File: src/hdl/ps2mpt_pkg.sv
`timescale 1ns / 1ps
// ----------------------------------------------------------------------------
// PS/2 mouse packet tracker package
// Shared widths, constants and types for the packet tracker modules.
// ----------------------------------------------------------------------------
package ps2mpt_pkg;

	// Cursor coordinate width and the working width of the position arithmetic.
	localparam int COORD_BITS = 16;
	localparam int EXT_BITS   = COORD_BITS + 2;
	localparam int OUT_BITS   = 16;
	localparam int SIZE_BITS  = 14;

	// Saturation bounds of the signed coordinate range, at working width.
	localparam logic signed [EXT_BITS-1:0] COORD_MAX = {3'b000, {(COORD_BITS - 1){1'b1}}};
	localparam logic signed [EXT_BITS-1:0] COORD_MIN = {3'b111, {(COORD_BITS - 1){1'b0}}};

	// Header byte fields and the acknowledge code.
	localparam logic [7:0] ACK_BYTE  = 8'hFA;
	localparam int         SYNC_BIT  = 3;
	localparam int         XSIGN_BIT = 4;
	localparam int         YSIGN_BIT = 5;

	// Click box geometry.
	localparam int BOX_W   = 72;
	localparam int BOX_OFF = 36;
	localparam int BOX_H   = 28;
	localparam int BOX_PAD = 4;

	typedef enum logic [1:0] {
		REG_DISPLAY_ENABLED = 2'd0,
		REG_SCREEN_WIDTH    = 2'd1,
		REG_SCREEN_HEIGHT   = 2'd2
	} cfg_reg_t;

	// One complete three-byte packet.
	typedef struct packed {
		logic [7:0] hdr;
		logic [7:0] x_byte;
		logic [7:0] y_byte;
	} packet_t;

	typedef struct packed {
		logic                 display_enabled;
		logic [SIZE_BITS-1:0] screen_width;
		logic [SIZE_BITS-1:0] screen_height;
	} cfg_t;

	typedef struct packed {
		logic signed [OUT_BITS-1:0] pos_x;
		logic signed [OUT_BITS-1:0] pos_y;
		logic [2:0]                 buttons;
		logic signed [8:0]          delta_x;
		logic signed [8:0]          delta_y;
		logic                       box_clicked;
	} result_t;

endpackage

File: src/hdl/ps2mpt_framer.sv
`timescale 1ns / 1ps
// ----------------------------------------------------------------------------
// PS/2 mouse packet framer
// Registers incoming bytes, filters the header and gathers three-byte packets.
// ----------------------------------------------------------------------------
module ps2mpt_framer import ps2mpt_pkg::*; (
	input  logic       clk,
	input  logic       arst_n,
	input  logic       s_tvalid,
	output logic       s_tready,
	input  logic [7:0] s_tdata,
	output logic       pkt_valid,
	input  logic       pkt_ready,
	output packet_t    pkt
);

	typedef enum logic [2:0] {
		WAIT_HDR = 3'b001,
		WAIT_X   = 3'b010,
		WAIT_Y   = 3'b100
	} frame_state_t;

	frame_state_t state_q;
	logic         valid_s1;
	logic [7:0]   byte_s1;
	logic [7:0]   hdr_q;
	logic [7:0]   x_byte_q;
	logic         advance;
	logic         hdr_ok;

	assign hdr_ok    = byte_s1[SYNC_BIT] && (byte_s1 != ACK_BYTE);
	assign pkt_valid = valid_s1 && (state_q == WAIT_Y);
	assign advance   = valid_s1 && ((state_q != WAIT_Y) || pkt_ready);
	assign s_tready  = !valid_s1 || advance;

	assign pkt.hdr    = hdr_q;
	assign pkt.x_byte = x_byte_q;
	assign pkt.y_byte = byte_s1;

	always_ff @(posedge clk or negedge arst_n) begin
		if (!arst_n) begin
			valid_s1 <= 1'b0;
			state_q  <= WAIT_HDR;
		end else begin
			if (s_tready) begin
				valid_s1 <= s_tvalid;
			end
			if (advance) begin
				unique case (state_q)
					WAIT_HDR: begin
						if (hdr_ok) begin
							state_q <= WAIT_X;
						end
					end
					WAIT_X:  state_q <= WAIT_Y;
					WAIT_Y:  state_q <= WAIT_HDR;
					default: state_q <= WAIT_HDR;
				endcase
			end
		end
	end

	always_ff @(posedge clk) begin
		if (s_tvalid && s_tready) begin
			byte_s1 <= s_tdata;
		end
		if (advance && (state_q == WAIT_HDR) && hdr_ok) begin
			hdr_q <= byte_s1;
		end
		if (advance && (state_q == WAIT_X)) begin
			x_byte_q <= byte_s1;
		end
	end

	// A filtered byte in the header slot never starts a packet.
	a_hdr_filter: assert property (@(posedge clk) disable iff (!arst_n)
		advance && (state_q == WAIT_HDR) && !hdr_ok |=> state_q == WAIT_HDR)
		else $error("framer left header wait on a filtered byte");

	// A packet offered to the tracker is held until it is taken.
	a_pkt_hold: assert property (@(posedge clk) disable iff (!arst_n)
		pkt_valid && !pkt_ready |=> pkt_valid && $stable(byte_s1))
		else $error("framer dropped a waiting packet");

endmodule

File: src/hdl/ps2mpt_tracker.sv
`timescale 1ns / 1ps
// ----------------------------------------------------------------------------
// PS/2 mouse cursor tracker
// Applies a packet to the cursor, clamps it and holds the result word.
// ----------------------------------------------------------------------------
module ps2mpt_tracker import ps2mpt_pkg::*; (
	input  logic    clk,
	input  logic    arst_n,
	input  cfg_t    cfg,
	input  logic    pkt_valid,
	output logic    pkt_ready,
	input  packet_t pkt,
	output logic    res_valid,
	input  logic    res_ready,
	output result_t res
);

	logic signed [COORD_BITS-1:0] cursor_x_q;
	logic signed [COORD_BITS-1:0] cursor_y_q;
	logic [2:0]                   buttons_q;
	logic                         res_valid_q;
	result_t                      res_q;

	logic signed [8:0]          dx;
	logic signed [8:0]          dy;
	logic signed [EXT_BITS-1:0] nx;
	logic signed [EXT_BITS-1:0] ny;
	logic signed [EXT_BITS-1:0] w_max;
	logic signed [EXT_BITS-1:0] h_max;
	logic signed [EXT_BITS-1:0] cx;
	logic signed [EXT_BITS-1:0] cy;
	logic signed [EXT_BITS-1:0] sx;
	logic signed [EXT_BITS-1:0] sy;
	logic signed [EXT_BITS-1:0] fx;
	logic signed [EXT_BITS-1:0] fy;
	logic signed [EXT_BITS-1:0] box_top;
	logic signed [EXT_BITS-1:0] box_bot;
	logic                       in_box;
	logic                       clicked;
	logic                       take;

	assign pkt_ready = !res_valid_q || res_ready;
	assign take      = pkt_valid && pkt_ready;
	assign res_valid = res_valid_q;
	assign res       = res_q;

	always_comb begin
		dx = $signed({pkt.hdr[XSIGN_BIT], pkt.x_byte});
		dy = $signed({pkt.hdr[YSIGN_BIT], pkt.y_byte});
		nx = EXT_BITS'(cursor_x_q) + EXT_BITS'(dx);
		ny = EXT_BITS'(cursor_y_q) - EXT_BITS'(dy);

		// A zero screen size behaves as a size of one.
		w_max = (cfg.screen_width == '0) ? '0 :
			$signed(EXT_BITS'(cfg.screen_width)) - EXT_BITS'(1);
		h_max = (cfg.screen_height == '0) ? '0 :
			$signed(EXT_BITS'(cfg.screen_height)) - EXT_BITS'(1);

		// Screen clamp; the result is never negative, so only the top bound remains.
		cx = (nx < 0) ? '0 : ((nx > w_max) ? w_max : nx);
		cy = (ny < 0) ? '0 : ((ny > h_max) ? h_max : ny);
		cx = (cx > COORD_MAX) ? COORD_MAX : cx;
		cy = (cy > COORD_MAX) ? COORD_MAX : cy;

		sx = (nx > COORD_MAX) ? COORD_MAX : ((nx < COORD_MIN) ? COORD_MIN : nx);
		sy = (ny > COORD_MAX) ? COORD_MAX : ((ny < COORD_MIN) ? COORD_MIN : ny);

		fx = cfg.display_enabled ? cx : sx;
		fy = cfg.display_enabled ? cy : sy;

		box_top = h_max + EXT_BITS'(1) - EXT_BITS'(BOX_OFF - BOX_PAD);
		box_bot = box_top + EXT_BITS'(BOX_H);
		in_box  = (cx >= EXT_BITS'(BOX_PAD)) && (cx <= EXT_BITS'(BOX_PAD + BOX_W)) &&
			(cy >= box_top) && (cy <= box_bot);
		clicked = cfg.display_enabled && pkt.hdr[0] && !buttons_q[0] && in_box;
	end

	always_ff @(posedge clk or negedge arst_n) begin
		if (!arst_n) begin
			res_valid_q <= 1'b0;
			cursor_x_q  <= '0;
			cursor_y_q  <= '0;
			buttons_q   <= '0;
		end else begin
			if (pkt_ready) begin
				res_valid_q <= pkt_valid;
			end
			if (take) begin
				cursor_x_q <= fx[COORD_BITS-1:0];
				cursor_y_q <= fy[COORD_BITS-1:0];
				buttons_q  <= pkt.hdr[2:0];
			end
		end
	end

	always_ff @(posedge clk) begin
		if (take) begin
			res_q.pos_x       <= fx[OUT_BITS-1:0];
			res_q.pos_y       <= fy[OUT_BITS-1:0];
			res_q.buttons     <= pkt.hdr[2:0];
			res_q.delta_x     <= dx;
			res_q.delta_y     <= dy;
			res_q.box_clicked <= clicked;
		end
	end

	// Every packet taken shows up as a result word on the next cycle.
	a_take_result: assert property (@(posedge clk) disable iff (!arst_n)
		take |=> res_valid_q)
		else $error("packet taken without a result word");

	// A click needs the left button down in this packet.
	a_click_left: assert property (@(posedge clk) disable iff (!arst_n)
		res_valid_q && res_q.box_clicked |-> res_q.buttons[0])
		else $error("click reported without left button");

	// The stored cursor follows the reported position.
	a_cursor_match: assert property (@(posedge clk) disable iff (!arst_n)
		take |=> res_q.pos_x == cursor_x_q[OUT_BITS-1:0] &&
			res_q.pos_y == cursor_y_q[OUT_BITS-1:0])
		else $error("cursor and result word disagree");

endmodule

File: src/hdl/ps2_mouse_packet_tracker_core.sv
`timescale 1ns / 1ps
// ----------------------------------------------------------------------------
// PS/2 mouse packet tracker core
// Decodes three-byte PS/2 mouse packets into cursor position and buttons.
// ----------------------------------------------------------------------------
// The core takes one mouse byte per word on the slave stream and gives one
// result word per completed three-byte packet on the master stream. A byte
// is taken in every cycle unless the input register holds a waiting third
// byte: it enters that register, and the framing, sign extension, cursor
// update and clamp all sit in logic between it and the result register. A
// result waiting for the master side holds only the third byte of a following
// packet; header and X bytes keep flowing. In the header slot, bytes with bit
// 3 clear and the 0xFA acknowledge are dropped; bits 6 and 7 of the header are
// ignored. With the display enabled, the cursor is held inside the screen and
// a new left press inside the click box near the bottom-left corner sets
// box_clicked; with it disabled, the cursor saturates at the signed 16-bit
// range. A screen size of zero acts as one. Configuration is written through
// cfg_we, cfg_index and cfg_data; the user must write it only while no packet
// is in flight, which the block does not enforce. Writes to an unused index
// are ignored. There is no clearing pass after reset.
module ps2_mouse_packet_tracker_core import ps2mpt_pkg::*; (
	input  logic                 clk,
	input  logic                 arst_n,
	input  logic                 cfg_we,
	input  logic [1:0]           cfg_index,
	input  logic [SIZE_BITS-1:0] cfg_data,
	input  logic                 s_tvalid,
	output logic                 s_tready,
	input  logic [7:0]           s_tdata,   // [7:0] rx_byte
	output logic                 m_tvalid,
	input  logic                 m_tready,
	// [15:0] pos_x, [31:16] pos_y, [34:32] buttons, [43:35] delta_x,
	// [52:44] delta_y, [53] box_clicked, [55:54] zero
	output logic [55:0]          m_tdata
);

	cfg_t    cfg_q;
	packet_t pkt;
	logic    pkt_valid;
	logic    pkt_ready;
	result_t res;

	always_ff @(posedge clk or negedge arst_n) begin
		if (!arst_n) begin
			cfg_q.display_enabled <= 1'b0;
			cfg_q.screen_width    <= SIZE_BITS'(640);
			cfg_q.screen_height   <= SIZE_BITS'(480);
		end else if (cfg_we) begin
			unique case (cfg_index)
				REG_DISPLAY_ENABLED: cfg_q.display_enabled <= cfg_data[0];
				REG_SCREEN_WIDTH:    cfg_q.screen_width    <= cfg_data;
				REG_SCREEN_HEIGHT:   cfg_q.screen_height   <= cfg_data;
				default: ;
			endcase
		end
	end

	ps2mpt_framer u_framer (
		.clk       (clk),
		.arst_n    (arst_n),
		.s_tvalid  (s_tvalid),
		.s_tready  (s_tready),
		.s_tdata   (s_tdata),
		.pkt_valid (pkt_valid),
		.pkt_ready (pkt_ready),
		.pkt       (pkt)
	);

	ps2mpt_tracker u_tracker (
		.clk       (clk),
		.arst_n    (arst_n),
		.cfg       (cfg_q),
		.pkt_valid (pkt_valid),
		.pkt_ready (pkt_ready),
		.pkt       (pkt),
		.res_valid (m_tvalid),
		.res_ready (m_tready),
		.res       (res)
	);

	assign m_tdata = {2'b00, res.box_clicked, res.delta_y, res.delta_x, res.buttons,
		res.pos_y, res.pos_x};

endmodule
File: config.mk
export PLATFORM = sky130hd
export DESIGN_NAME = ps2_mouse_packet_tracker_core
export DESIGN_NICKNAME = d
export VERILOG_FILES = /design/src/hdl/ps2mpt_pkg.sv /design/src/hdl/ps2mpt_framer.sv /design/src/hdl/ps2mpt_tracker.sv /design/src/hdl/ps2_mouse_packet_tracker_core.sv
export SDC_FILE = /design/constraint.sdc
export NUM_CORES = 1
export LEC_CHECK = 0
export ABC_AREA = 1
export BUFFER_PORTS_ARGS = -buffer_cell sky130_fd_sc_hd__buf_4
export CORE_MARGIN = 10
export CORE_UTILIZATION = 47
export DETAILED_ROUTE_END_ITERATION = 7
export PLACE_DENSITY = 0.67
export SYNTH_ARGS = -nofsm -noshare
export SYNTH_HDL_FRONTEND = slang
export SYNTH_HIERARCHICAL = 1
export SYNTH_SLANG_ARGS = --single-unit
File: constraint.sdc
create_clock -name clk -period 5.4 [get_ports clk]
set_input_delay 0.54 -clock clk [delete_from_list [all_inputs] [get_ports clk]]
set_output_delay 0.54 -clock clk [all_outputs]
set_load 0.05 [all_outputs]
==> impl_metrics.tcl <==
set metrics [dict create \
    ctsHoldBuffers 0 \
    dr.pass1.iters 5 \
    cts_buffers 17 \
    timing.hold.ws_ns 0.204 \
    finalCritPeriodShare_pct 110 \
    tightestPinTransition_ns 1.02 \
    grt_pass1_wl_um 56100 \
    cpMaxStageDelayCell "edfxtp_1" \
    fin_ws_ns -0.527 \
    final.min_clock_period_ns 5.93 \
    hold_viol 0 \
    cp_max_fo 8 \
    initial_core_util_pct 47.7 \
    fin_skew_ns 0.0178 \
    ios 87 \
    slew_headroom_pct 32.0 \
    drc_errors 0 \
    power.leakage_nw 7.88 \
    max_freq_ghz 0.169 \
    rsz0062_at_grt "yes" \
    setup_viol 1 \
    wl_per_cell_um 16.3 \
    layout-drive-gt1-share_pct 29.9 \
    die_w_um 177 \
    grt_pass1_vias 11100 \
    cts-root-buf "clkbuf_16" \
    cp_common_cell "nand2_1" \
    min_path_type "in -> async" \
    die_height_um 177 \
    yosys_warnings 6 \
    path_delay_family "simple AND/OR/NAND/NOR gates" \
    routabilityCongestion 0.990 \
    via_count 11800 \
    cp.arrival_ns 6.23 \
    via_per_inst 5.29 \
    syn_inst 1620 \
    io_buffers 84 \
    grt_antenna_before_repair 0 \
    cap_violations 0 \
    cp-start-kind "flop" \
    clk_latency_ns 0.44 \
    violations "negative setup slack" \
    preCtsSetupSlack_ns -0.612 \
    clock_path_buffers 2 \
    core_mm2 0.0243 \
    synth_area_mm2 0.0116 \
    max_stage_delay_ns 0.41 \
    row_count 57 \
    hpwl_um 27500 \
    grt_max_degree 68 \
    grt_overflow 0 \
    finalMaxSlewViolations 0 \
    antenna_left 0 \
    drt_iter0_drc 975 \
    final_core_util_pct 64.6 \
    clkTransAtPathRegs_ns 0.08 \
    final.fill_count 2032 \
    cts_tree "built" \
    critPathBufInv 5 \
    path_class "reg -> reg" \
    critPathCaptureType "flop" \
    ir_worst_vdd_mv 0.351 \
    grt.total_usage_pct 22.2 \
    p_per_area_mw_per_mm2 737 \
    clock-sinks 142 \
    htree_levels 4 \
    fin_setup_tns_ns -0.527 \
    wl_um 36400 \
    finalNetCount 2036 \
    n_antenna_cell 0 \
    worst_ep_required_time_ns 5.70 \
    status "complete, but fails checks" \
    areaGrowthSynthToFinish_pct 35.5 \
    die-area_mm2 0.0314 \
    syn_area_per_cell_um2 7.16 \
]
==> final timing paths <==
kind                                    from                       to  slack (ns)  depth (start not counted)
setup / recovery           u_framer/hdr_q[5]         u_tracker/res[0]       -0.53                         46
min in group clk                  s_tdata[2]      u_framer/byte_s1[2]        0.27                          1
hold reg to reg            u_framer/hdr_q[2]        u_tracker/res[21]        0.42                          0
setup reg to reg           u_framer/hdr_q[5]         u_tracker/res[0]       -0.53                         46
max in group asynchronous             arst_n  u_tracker/cursor_y_q[9]        4.59                          1
hold / removal                        arst_n        u_framer/valid_s1        0.20                          1
==> registers in the layout, summed over array words and instances (netlist names) <==
signal and count:
u_framer/state_q 3, u_framer/valid_s1 1, u_tracker/buttons_q 1, u_tracker/cursor_x_q 16, u_framer/x_byte_q 8, cfg_q 29, u_framer/byte_s1 8, u_tracker/res 54
u_tracker/cursor_y_q 16, u_framer/hdr_q 5, u_tracker/res_valid 1
==> placed cells by master, fill, tap and decap left out, drive strengths merged, types with 6 or more instances in the layout <==
cell,n
nand3b,10
or2,9
a21oi,57
dfstp,7
ha,107
nand4,49
edfxtp,75
buf,289
xnor2,11
xor2,31
inv,196
nor4,7
nand3,125
clkinv,9
nor2,133
nand2,601
dfrtp,60
clkbuf,17
nor3,17
o21ai,69
conb,6
==> timing repair <==
action                     4_1_cts  5_1_grt
pin swaps                       12       73
cloned                           1        1
buffers inserted                 3       18
gates resized for setup         32      193
setup endpoints to repair        1       16
==> report_power, final <==
group	internal, mW	switching, mW
logic	3.63	5.13
registers	1.44	0.173
clock network	0.629	0.587
total	5.70	5.89
==> per-stage QoR <==
stage          area, um^2  power (mW)  cells
2_1_floorplan       11600        6.09   1623
5_1_grt             15700        12.5   2235
4_1_cts             14600        10.1   2216
3_3_place_gp        13800        8.48   2180
6_report            15700        11.6   2235
3_5_place_dp        13800        8.58   2180
==> final cells by class <==
class / instances / area (um^2) / area share, %
repair buffers: 289 / 2200 / 14.0
clock buffers: 17 / 425 / 2.71
well taps: 324 / 405 / 2.58
flip-flops and latches: 142 / 3940 / 25.0
clock inverters: 15 / 188 / 1.19
multi-input cells: 1257 / 7850 / 49.9
inverters: 191 / 723 / 4.60
==> worst reg2reg max path: cells and delay by family (launching register included) <==
family                   cells  cell delay [ns]
flip-flops                   1             0.41
adder cells (fa/ha/maj)      4             1.14
AND/OR/NAND/NOR             37             3.62
buffers and inverters        5             0.59
==> per-layer routing <==
layer | track usage (%) | part of all wire (%) | up-vias | routed length (um)
met5 | 0 | 0 | - | 0
met4 | 6.80 | 2.7 | 0 | 997
met3 | 3.76 | 6.7 | 73 | 2430
met2 | 34.8 | 45 | 441 | 16500
met1 | 30.7 | 45 | 5470 | 16400
li1 | - | - | 5850 | -
Note: power is estimated with default switching activity, not from simulation.
